$ cat config.mk
export PLATFORM = sky130hd
export DESIGN_NAME = wildcard_pattern_match_flat
export DESIGN_NICKNAME = d
export VERILOG_FILES = /design/src/rtl/wpm_pkg.sv /design/src/rtl/wpm_if.sv /design/src/rtl/wpm_cell.sv /design/src/rtl/wildcard_pattern_match.sv /design/src/flat_wrapper.sv
export SDC_FILE = /design/constraint.sdc
export NUM_CORES = 1
export LEC_CHECK = 0
export BUFFER_PORTS_ARGS = -buffer_cell sky130_fd_sc_hd__buf_4
export CORE_ASPECT_RATIO = 0.8
export CORE_MARGIN = 2
export CORE_UTILIZATION = 50
export DETAILED_ROUTE_END_ITERATION = 10
export PLACE_DENSITY = 0.65
export RECOVER_POWER = 50
export SYNTH_ARGS = -nofsm -noshare
export SYNTH_HDL_FRONTEND = slang
export SYNTH_SLANG_ARGS = --single-unit
$ cat constraint.sdc
create_clock -name clk -period 3.79 [get_ports clk]
set_input_delay 0.758 -clock clk [delete_from_list [all_inputs] [get_ports clk]]
set_output_delay 0.758 -clock clk [all_outputs]
set_load 0.03 [all_outputs]
$ cat src/rtl/wpm_pkg.sv
// Shared types and constants of the wildcard pattern matcher.
package wpm_pkg;

    // Request operation codes.
    typedef enum logic [1:0] {
        OP_LOAD  = 2'd0,
        OP_TEXT  = 2'd1,
        OP_QUERY = 2'd2,
        OP_NONE  = 2'd3
    } op_t;

    // Pattern bytes with a wildcard meaning.
    localparam logic [7:0] STAR_BYTE = 8'h2A;
    localparam logic [7:0] ANY_BYTE  = 8'h3F;

    // Data handed from one cell to its right neighbor as the sweep moves on.
    typedef struct packed {
        logic tok;       // sweep front is here
        logic old_bit;   // row bit before this byte (initial row on a first byte)
        logic new_bit;   // row bit after this byte
        logic init_bit;  // initial-row bit (star prefix chain)
        logic res;       // result picked up at the pattern length so far
    } link_t;

    // Sweep controls broadcast to every cell.
    typedef struct packed {
        logic       query;
        logic       first;
        logic [7:0] text_byte;
    } bcast_t;

    // Pattern byte load broadcast to every cell.
    typedef struct packed {
        logic       en;
        logic [5:0] position;
        logic [7:0] value;
    } load_t;

endpackage

$ cat src/rtl/wpm_if.sv
// Valid/ready channel interfaces of the wildcard pattern matcher.
interface wpm_in_if;
    logic       valid;
    logic       ready;
    logic [1:0] op;
    logic [5:0] position;
    logic [7:0] byte_value;
    logic       first_of_text;
    logic       last_of_text;

    modport source (output valid, op, position, byte_value, first_of_text, last_of_text,
                    input ready);
    modport sink (input valid, op, position, byte_value, first_of_text, last_of_text,
                  output ready);
endinterface

interface wpm_out_if;
    logic valid;
    logic ready;
    logic matched;

    modport source (output valid, matched, input ready);
    modport sink (input valid, matched, output ready);
endinterface

interface wpm_cfg_if;
    logic       valid;
    logic       ready;
    logic [6:0] data;

    modport source (output valid, data, input ready);
    modport sink (input valid, data, output ready);
endinterface

$ cat src/rtl/wpm_cell.sv
// One pattern position of the matcher: pattern byte, row bit and sweep stage.
module wpm_cell #(
    parameter int INDEX = 1,
    parameter int CW    = 7
) (
    input  logic           clk,
    input  logic           rst_n,
    input  wpm_pkg::link_t left,
    output wpm_pkg::link_t right,
    input  wpm_pkg::bcast_t bc,
    input  wpm_pkg::load_t ld,
    input  logic [CW-1:0]  used_len
);

    logic       tok_reg;
    logic       old_reg;
    logic       new_reg;
    logic       init_reg;
    logic       res_reg;
    logic       row_reg;
    logic [7:0] byte_reg;

    logic is_star;
    logic hit;
    logic init_bit;
    logic old_bit;
    logic new_bit;
    logic res_bit;
    logic load_hit;

    // Match rule for this position and the star prefix chain.
    always_comb
    begin
        is_star  = (byte_reg == wpm_pkg::STAR_BYTE);
        hit      = (byte_reg == wpm_pkg::ANY_BYTE) || (byte_reg == bc.text_byte);
        init_bit = left.init_bit & is_star;
        old_bit  = bc.first ? init_bit : row_reg;
        new_bit  = is_star ? (old_bit | left.new_bit) : (hit & left.old_bit);
        if (used_len == CW'(INDEX))
        begin
            res_bit = bc.query ? init_bit : new_bit;
        end
        else
        begin
            res_bit = left.res;
        end
        load_hit = ld.en && ({{(CW-6){1'b0}}, ld.position} == CW'(INDEX - 1));
    end

    // Sweep front and row bit.
    always_ff @(posedge clk or negedge rst_n)
    begin
        if (!rst_n)
        begin
            tok_reg <= 1'b0;
            row_reg <= 1'b0;
        end
        else
        begin
            tok_reg <= left.tok;
            if (left.tok && !bc.query)
            begin
                row_reg <= new_bit;
            end
        end
    end

    // Data handed to the right neighbor, and the pattern byte.
    always_ff @(posedge clk)
    begin
        if (left.tok)
        begin
            old_reg  <= old_bit;
            new_reg  <= new_bit;
            init_reg <= init_bit;
            res_reg  <= res_bit;
        end
        if (load_hit)
        begin
            byte_reg <= ld.value;
        end
    end

    assign right.tok      = tok_reg;
    assign right.old_bit  = old_reg;
    assign right.new_bit  = new_reg;
    assign right.init_bit = init_reg;
    assign right.res      = res_reg;

endmodule

$ cat src/rtl/wildcard_pattern_match.sv
// Top level of the wildcard pattern matcher: control, result register and cell row.
//
// Matches a streamed text against a stored pattern in which '?' stands for any
// one byte and '*' for any run of bytes. A text byte or an empty-text query runs
// as a sweep front down the row of MAX_PATTERN cells, one cell per cycle, and the
// block takes no new request until the front has left the last cell. The result
// register lets the next request start while a result waits to be taken.
// The pattern length is written over the configuration channel; the user must
// write it only while the block is idle, and the block itself does not enforce
// this. Lengths above MAX_PATTERN act as MAX_PATTERN.
module wildcard_pattern_match #(
    parameter int MAX_PATTERN = 64
) (
    input  logic      clk,
    input  logic      rst_n,
    wpm_in_if.sink    in_ch,
    wpm_out_if.source out_ch,
    wpm_cfg_if.sink   cfg_ch
);

    localparam int LW = $clog2(MAX_PATTERN + 1);
    localparam int CW = (LW > 7) ? LW : 7;

    typedef enum logic [1:0] {
        ST_IDLE  = 2'b01,
        ST_SWEEP = 2'b10
    } state_t;

    state_t           state_reg, state_next;
    logic [6:0]       pattern_length_reg;
    logic             tok_reg;
    wpm_pkg::bcast_t  bc_reg;
    logic             need_reg;
    logic             out_valid_reg, out_valid_next;
    logic             matched_reg, matched_next;
    logic             pend_valid_reg, pend_valid_next;
    logic             pend_reg, pend_next;

    logic             in_ready;
    logic             in_acc;
    logic             start;
    logic [CW-1:0]    length_ext;
    logic [CW-1:0]    used_len;
    wpm_pkg::load_t   ld;
    wpm_pkg::link_t   link [0:MAX_PATTERN];
    logic             done;

    // Request handshake and decode.
    assign in_ready     = (state_reg == ST_IDLE) && !pend_valid_reg;
    assign in_ch.ready  = in_ready;
    assign in_acc       = in_ch.valid && in_ready;
    assign start        = in_acc && ((in_ch.op == wpm_pkg::OP_TEXT) ||
                                     (in_ch.op == wpm_pkg::OP_QUERY));
    assign cfg_ch.ready = 1'b1;

    // Pattern length clamped to the row size.
    assign length_ext = CW'(pattern_length_reg);
    assign used_len   = (length_ext > CW'(MAX_PATTERN)) ? CW'(MAX_PATTERN) : length_ext;

    // Pattern byte load goes straight to the addressed cell.
    assign ld.en       = in_acc && (in_ch.op == wpm_pkg::OP_LOAD);
    assign ld.position = in_ch.position;
    assign ld.value    = in_ch.byte_value;

    // Column zero of the row feeds the first cell.
    assign link[0].tok      = tok_reg;
    assign link[0].old_bit  = bc_reg.first;
    assign link[0].new_bit  = 1'b0;
    assign link[0].init_bit = 1'b1;
    assign link[0].res      = bc_reg.query && (used_len == '0);

    // Row of cells, one per pattern position.
    for (genvar g = 1; g <= MAX_PATTERN; g++)
    begin : g_cell
        wpm_cell #(
            .INDEX (g),
            .CW    (CW)
        ) u_cell (
            .clk      (clk),
            .rst_n    (rst_n),
            .left     (link[g-1]),
            .right    (link[g]),
            .bc       (bc_reg),
            .ld       (ld),
            .used_len (used_len)
        );
    end

    assign done = link[MAX_PATTERN].tok;

    // Sequencer next state.
    always_comb
    begin
        state_next = state_reg;
        case (state_reg)
            ST_IDLE:
            begin
                if (start)
                begin
                    state_next = ST_SWEEP;
                end
            end
            ST_SWEEP:
            begin
                if (done)
                begin
                    state_next = ST_IDLE;
                end
            end
            default:
            begin
                state_next = ST_IDLE;
            end
        endcase
    end

    // Result register with one pending slot behind it.
    always_comb
    begin
        out_valid_next  = out_valid_reg && !out_ch.ready;
        matched_next    = matched_reg;
        pend_valid_next = pend_valid_reg;
        pend_next       = pend_reg;
        if (!out_valid_reg || out_ch.ready)
        begin
            if (pend_valid_reg)
            begin
                out_valid_next  = 1'b1;
                matched_next    = pend_reg;
                pend_valid_next = 1'b0;
            end
            else if (done && need_reg)
            begin
                out_valid_next = 1'b1;
                matched_next   = link[MAX_PATTERN].res;
            end
        end
        else if (done && need_reg)
        begin
            pend_valid_next = 1'b1;
            pend_next       = link[MAX_PATTERN].res;
        end
    end

    // Control registers.
    always_ff @(posedge clk or negedge rst_n)
    begin
        if (!rst_n)
        begin
            state_reg          <= ST_IDLE;
            pattern_length_reg <= '0;
            tok_reg            <= 1'b0;
            out_valid_reg      <= 1'b0;
            pend_valid_reg     <= 1'b0;
        end
        else
        begin
            state_reg      <= state_next;
            tok_reg        <= start;
            out_valid_reg  <= out_valid_next;
            pend_valid_reg <= pend_valid_next;
            if (cfg_ch.valid)
            begin
                pattern_length_reg <= cfg_ch.data;
            end
        end
    end

    // Request and result payload registers.
    always_ff @(posedge clk)
    begin
        matched_reg <= matched_next;
        pend_reg    <= pend_next;
        if (start)
        begin
            bc_reg.query     <= (in_ch.op == wpm_pkg::OP_QUERY);
            bc_reg.first     <= in_ch.first_of_text;
            bc_reg.text_byte <= in_ch.byte_value;
            need_reg         <= (in_ch.op == wpm_pkg::OP_QUERY) || in_ch.last_of_text;
        end
    end

    assign out_ch.valid   = out_valid_reg;
    assign out_ch.matched = matched_reg;

    // No request is taken while a sweep runs.
    a_no_accept_in_sweep: assert property (@(posedge clk) disable iff (!rst_n)
        (state_reg == ST_SWEEP) |-> !in_ch.ready)
        else $error("request accepted during a sweep");

    // A text or query request launches the sweep front in the next cycle.
    a_sweep_launch: assert property (@(posedge clk) disable iff (!rst_n)
        start |=> (tok_reg && (state_reg == ST_SWEEP)))
        else $error("sweep not launched");

    // The sweep front leaves the row only while sweeping.
    a_done_in_sweep: assert property (@(posedge clk) disable iff (!rst_n)
        done |-> (state_reg == ST_SWEEP))
        else $error("sweep front outside a sweep");

    // A pending result exists only behind a held result.
    a_pend_behind_out: assert property (@(posedge clk) disable iff (!rst_n)
        pend_valid_reg |-> out_valid_reg)
        else $error("pending result without held result");

endmodule

$ cat src/flat_wrapper.sv
// flat-port wrapper written by rule: the top's interface ports become plain ports
module wildcard_pattern_match_flat 
#(
    parameter int MAX_PATTERN = 64
)
  (clk, rst_n, in_ch_valid, in_ch_op, in_ch_position, in_ch_byte_value, in_ch_first_of_text, in_ch_last_of_text, in_ch_ready, out_ch_valid, out_ch_matched, out_ch_ready, cfg_ch_valid, cfg_ch_data, cfg_ch_ready);
  wpm_in_if in_ch_i ();
  wpm_out_if out_ch_i ();
  wpm_cfg_if cfg_ch_i ();
  input  logic clk;
  input  logic rst_n;
  input wire logic [$bits(in_ch_i.valid)-1:0] in_ch_valid;
  input wire logic [$bits(in_ch_i.op)-1:0] in_ch_op;
  input wire logic [$bits(in_ch_i.position)-1:0] in_ch_position;
  input wire logic [$bits(in_ch_i.byte_value)-1:0] in_ch_byte_value;
  input wire logic [$bits(in_ch_i.first_of_text)-1:0] in_ch_first_of_text;
  input wire logic [$bits(in_ch_i.last_of_text)-1:0] in_ch_last_of_text;
  output wire logic [$bits(in_ch_i.ready)-1:0] in_ch_ready;
  output wire logic [$bits(out_ch_i.valid)-1:0] out_ch_valid;
  output wire logic [$bits(out_ch_i.matched)-1:0] out_ch_matched;
  input wire logic [$bits(out_ch_i.ready)-1:0] out_ch_ready;
  input wire logic [$bits(cfg_ch_i.valid)-1:0] cfg_ch_valid;
  input wire logic [$bits(cfg_ch_i.data)-1:0] cfg_ch_data;
  output wire logic [$bits(cfg_ch_i.ready)-1:0] cfg_ch_ready;
  assign in_ch_i.valid = in_ch_valid;
  assign in_ch_i.op = in_ch_op;
  assign in_ch_i.position = in_ch_position;
  assign in_ch_i.byte_value = in_ch_byte_value;
  assign in_ch_i.first_of_text = in_ch_first_of_text;
  assign in_ch_i.last_of_text = in_ch_last_of_text;
  assign in_ch_ready = in_ch_i.ready;
  assign out_ch_valid = out_ch_i.valid;
  assign out_ch_matched = out_ch_i.matched;
  assign out_ch_i.ready = out_ch_ready;
  assign cfg_ch_i.valid = cfg_ch_valid;
  assign cfg_ch_i.data = cfg_ch_data;
  assign cfg_ch_ready = cfg_ch_i.ready;
  wildcard_pattern_match #(.MAX_PATTERN(MAX_PATTERN)) u_core (.clk(clk), .rst_n(rst_n), .in_ch(in_ch_i), .out_ch(out_ch_i), .cfg_ch(cfg_ch_i));
endmodule
==> reports/summary.txt <==
=================================================================================
Tightest Pin Transition                                                  3.150 ns
Post-layout minimum cycle time                                           3.254 ns
Vert. Die Dim                                                            263.2 um
Top FF cell, synth                                                   sky130_fd_sc_hd__edfxtp_1
Synth top cells by count                                             sky130_fd_sc_hd__edfxtp_1 (778), sky130_fd_sc_hd__xor2_1 (386), sky130_fd_sc_hd__nand2_1 (214)
CTS tree                                                                    built
Sequential area share after synthesis                                      0.6400
Via count of the first global-routing pass                                  27770
Largest cells by area after synthesis                                sky130_fd_sc_hd__edfxtp_1 (56%), sky130_fd_sc_hd__dfrtp_1 (8.3%), sky130_fd_sc_hd__xor2_1 (8.1%), sky130_fd_sc_hd__xnor2_1 (2.6%), sky130_fd_sc_hd__nor3_1 (2.0%)
DRT Pass-1 Iters                                                                6
Failing checks                                                       capacitance limit, slew limit
Post-synthesis to final-layout area growth                                 11.11%
Area of the core                                                      0.08356 mm2
Kind of launch point of the worst setup path                         primary input
Buffers inserted by post-CTS timing repair                                      0
Flip-flop count of the largest register after layout                          512
Final non-filler cell area                                            0.04664 mm2
Number of cells produced by synthesis                                        3289
Number of synthesized register bits                                           918
Placement Rows                                                                 95
Post-route setup slack                                                  0.5361 ns
Die Footprint                                                         0.08630 mm2
Result of the run                                                    finished with violations
Hold Buf Count CTS                                                              0
Clock skew after layout                                                0.01831 ns
Fin. Hold Viols                                                                 0
Horizontal die dimension                                                 327.9 um
Pin count of the biggest net entering global routing                          106
Reported leakage power                                                 0.01644 uW
Cell area power density                                              438.2 mW/mm2
Global-route wire length before repair                                  173300 um
Clock transition at the registers of the reported paths                   0.06 ns
Count of distinct cell types in the synthesized netlist                        64
Final weighted congestion of routability-driven global placement           0.8819
Count of vias placed by the detailed router                                 28280
Number of inserted diodes                                                       0
Fmax achieved                                                           307.3 MHz
Fraction of synthesis flops using an asynchronous set or reset pin         0.1525
Total global routing track utilization                                     0.2690
WL per Instance                                                          25.83 um
Gate family responsible for the most delay along the worst path      buffers and inverters
RSZ-0062 raised after global routing                                           no
Final Max Slew Viols                                                          364
Antenna Violating Nets Remaining                                                0
Count of yosys warnings during synthesis                                        0
Initial Utilization                                                        0.5023
Clock sink count                                                              918
Largest driver fanout on the critical path                                     36
Number of fill cells                                                         6647
Required time reported for the critical path endpoint                     4.17 ns
Post-synth net total                                                         3321
Fraction of final layout cells sized beyond drive strength 1               0.1008
Routed wire length                                                      117200 um
DRC violation total after the first TritonRoute iteration                    3296
Accumulated negative setup slack                                             0 ns
Footprint of the multi-input gates                                    0.01410 mm2
Cell area after placement                                             0.04374 mm2
Max incr delay on CP                                                      2.08 ns
Number of buffers inserted by port buffering                                   32
Share of Yosys cell area claimed by the top area cell type                 0.5566
Post-route DRC                                                                  0
Antenna violations before repair                                                3
Arrival time worst endpoint                                               3.63 ns
Crit end category                                                            flop
Largest buffer count on any clock path                                          3
Rel. slew slack                                                            -1.100
Clock latency of the later-clocked register in the worst-skew pair        0.66 ns
Class of the most critical setup path                                primary input to flop
Crit path cell chain                                                 clkbuf_1 -> clkbuf_2
Most common cell in the netlist                                      sky130_fd_sc_hd__edfxtp_1
Seq. cell area                                                        0.02687 mm2
Path class of the lowest-slack min-delay path                        primary input to flop
HPWL after detailed placement                                            72360 um
Pre-CTS worst setup slack                                               0.6922 ns
Mapped cell area                                                      0.04198 mm2
Area leader, netlist                                                 sky130_fd_sc_hd__edfxtp_1
Number of enable flip-flop cells after synthesis                              778
# setup viols final                                                             0
Final cycle utilization of the critical path                               0.8585
Remaining global-route overflow                                                 0
Highest-delay cell along the critical path                           sky130_fd_sc_hd__clkbuf_1
Number of violations of the max-capacitance limit                              10
Number of vias per cell                                                     6.233
Number of ports placed on the die boundary                                     34
Peak supply drop                                                        0.4371 mV
# H-tree levels                                                                 3
Post-layout nets                                                             3379
Cts repair resizes                                                              0
Combined buffer and inverter count along the critical path                      2
Cts bufs inserted                                                              88
Synthesized area per cell                                               12.76 um2
Clock root buffer                                                    sky130_fd_sc_hd__clkbuf_16
=================================================================================
-- worst paths after layout --
kind	start	endpoint	slack, ns	depth (start not counted)
worst max-delay path	in_ch_byte_value[4]	u_core.g_cell[60].u_cell.byte_reg[4]	0.54	2
worst min-delay path	in_ch_first_of_text	u_core.bc_reg[8]	0.30	1
worst max register to register	u_core.state_reg[0]	u_core.g_cell[20].u_cell.byte_reg[3]	0.86	5
worst min register to register	u_core.g_cell[63].u_cell.tok_reg	u_core.g_cell[64].u_cell.tok_reg	0.43	0
max in group asynchronous	rst_n	u_core.g_cell[39].u_cell.row_reg	1.00	2
min in group asynchronous	rst_n	u_core.g_cell[29].u_cell.row_reg	0.71	1
-- layer usage --
metal / share of wire / vias to the layer above / GRT usage
met5: 0.000094 / - / 0
met4: 0.033 / 2 / 0.09212
met3: 0.085 / 256 / 0.05576
met2: 0.46 / 1308 / 0.4174
met1: 0.42 / 14250 / 0.3781
li1: - / 12470 / -
-- per-stage QoR --
step	utilization	hold slack, ns	instances	total power [uW]
4_1_cts	0.5592	0.1610	4537	20560
6_report	0.5582	0.3040	4537	20440
3_5_place_dp	0.5235	0.4036	4372	11590
5_1_grt	0.5582	0.2739	4537	20980
2_1_floorplan	-	0.3753	3289	11230
3_3_place_gp	0.5235	0.4039	4372	11580
-- report_power, final --
part | leakage, uW | internal [uW] | total [uW] | switching, uW
logic | 0.00610 | 70.3 | 431 | 361
clock network | 0.00146 | 5190 | 9060 | 3870
registers | 0.00887 | 10900 | 10900 | 20.1
total | 0.0164 | 16200 | 20400 | 4250
-- layout make-up --
class                   count  share of cell area
clock buffers             115             0.05220
multi-input cells        2139              0.3024
repair buffers            108             0.02025
clock inverters            50             0.01167
inverters                  92            0.007538
flip-flops and latches    918              0.5760
well taps                1115             0.02991
-- cells in the final DEF (no fill, tap or decap), types with 21 or more instances in the layout --
cell type                     n
sky130_fd_sc_hd__clkbuf_16   89
sky130_fd_sc_hd__a31o_2      86
sky130_fd_sc_hd__nand4_1     33
sky130_fd_sc_hd__o31ai_1     21
sky130_fd_sc_hd__a21o_1      22
sky130_fd_sc_hd__a21boi_0    47
sky130_fd_sc_hd__clkbuf_1    26
sky130_fd_sc_hd__nand2b_1    30
sky130_fd_sc_hd__and3_1      94
sky130_fd_sc_hd__inv_1       90
sky130_fd_sc_hd__xnor2_1    126
sky130_fd_sc_hd__nor3_1     165
sky130_fd_sc_hd__nor4_1     101
sky130_fd_sc_hd__and4_1      42
sky130_fd_sc_hd__o21ai_0    112
sky130_fd_sc_hd__nand2_1    214
sky130_fd_sc_hd__nor2_1     146
sky130_fd_sc_hd__nor2b_1     24
sky130_fd_sc_hd__o22ai_1     38
sky130_fd_sc_hd__nor4b_1     30
sky130_fd_sc_hd__xor2_1     386
sky130_fd_sc_hd__a211oi_1    57
sky130_fd_sc_hd__nand3_1    110
sky130_fd_sc_hd__dfrtp_1    139
sky130_fd_sc_hd__buf_4       69
sky130_fd_sc_hd__edfxtp_1   778
sky130_fd_sc_hd__a21oi_1     98
-- cells by family (layout without fill, tap and decap cells) --
group,after synthesis,after routing,share of synthesized area
AO/OA/AOI/OAI,559,559,0.09130
XOR/XNOR,512,512,0.1068
adder cells (fa/ha/maj),2,2,0.0005960
buffers and inverters,232,365,0.02396
flip-flops,918,918,0.6400
multiplexers,23,23,0.005753
other,1,1,0.00008934
AND/OR/NAND/NOR,1042,1042,0.1314
-- worst reg2reg max path, cell delays in order, from the launching register on --
cell and delay, ns:
sky130_fd_sc_hd__dfstp_2 0.53, sky130_fd_sc_hd__nor3b_1 0.32, sky130_fd_sc_hd__and3_1 0.34, sky130_fd_sc_hd__nor3b_2 0.32, sky130_fd_sc_hd__nand3_1 0.42, sky130_fd_sc_hd__nor2_1 0.65
(Power assumes the default switching activity.)
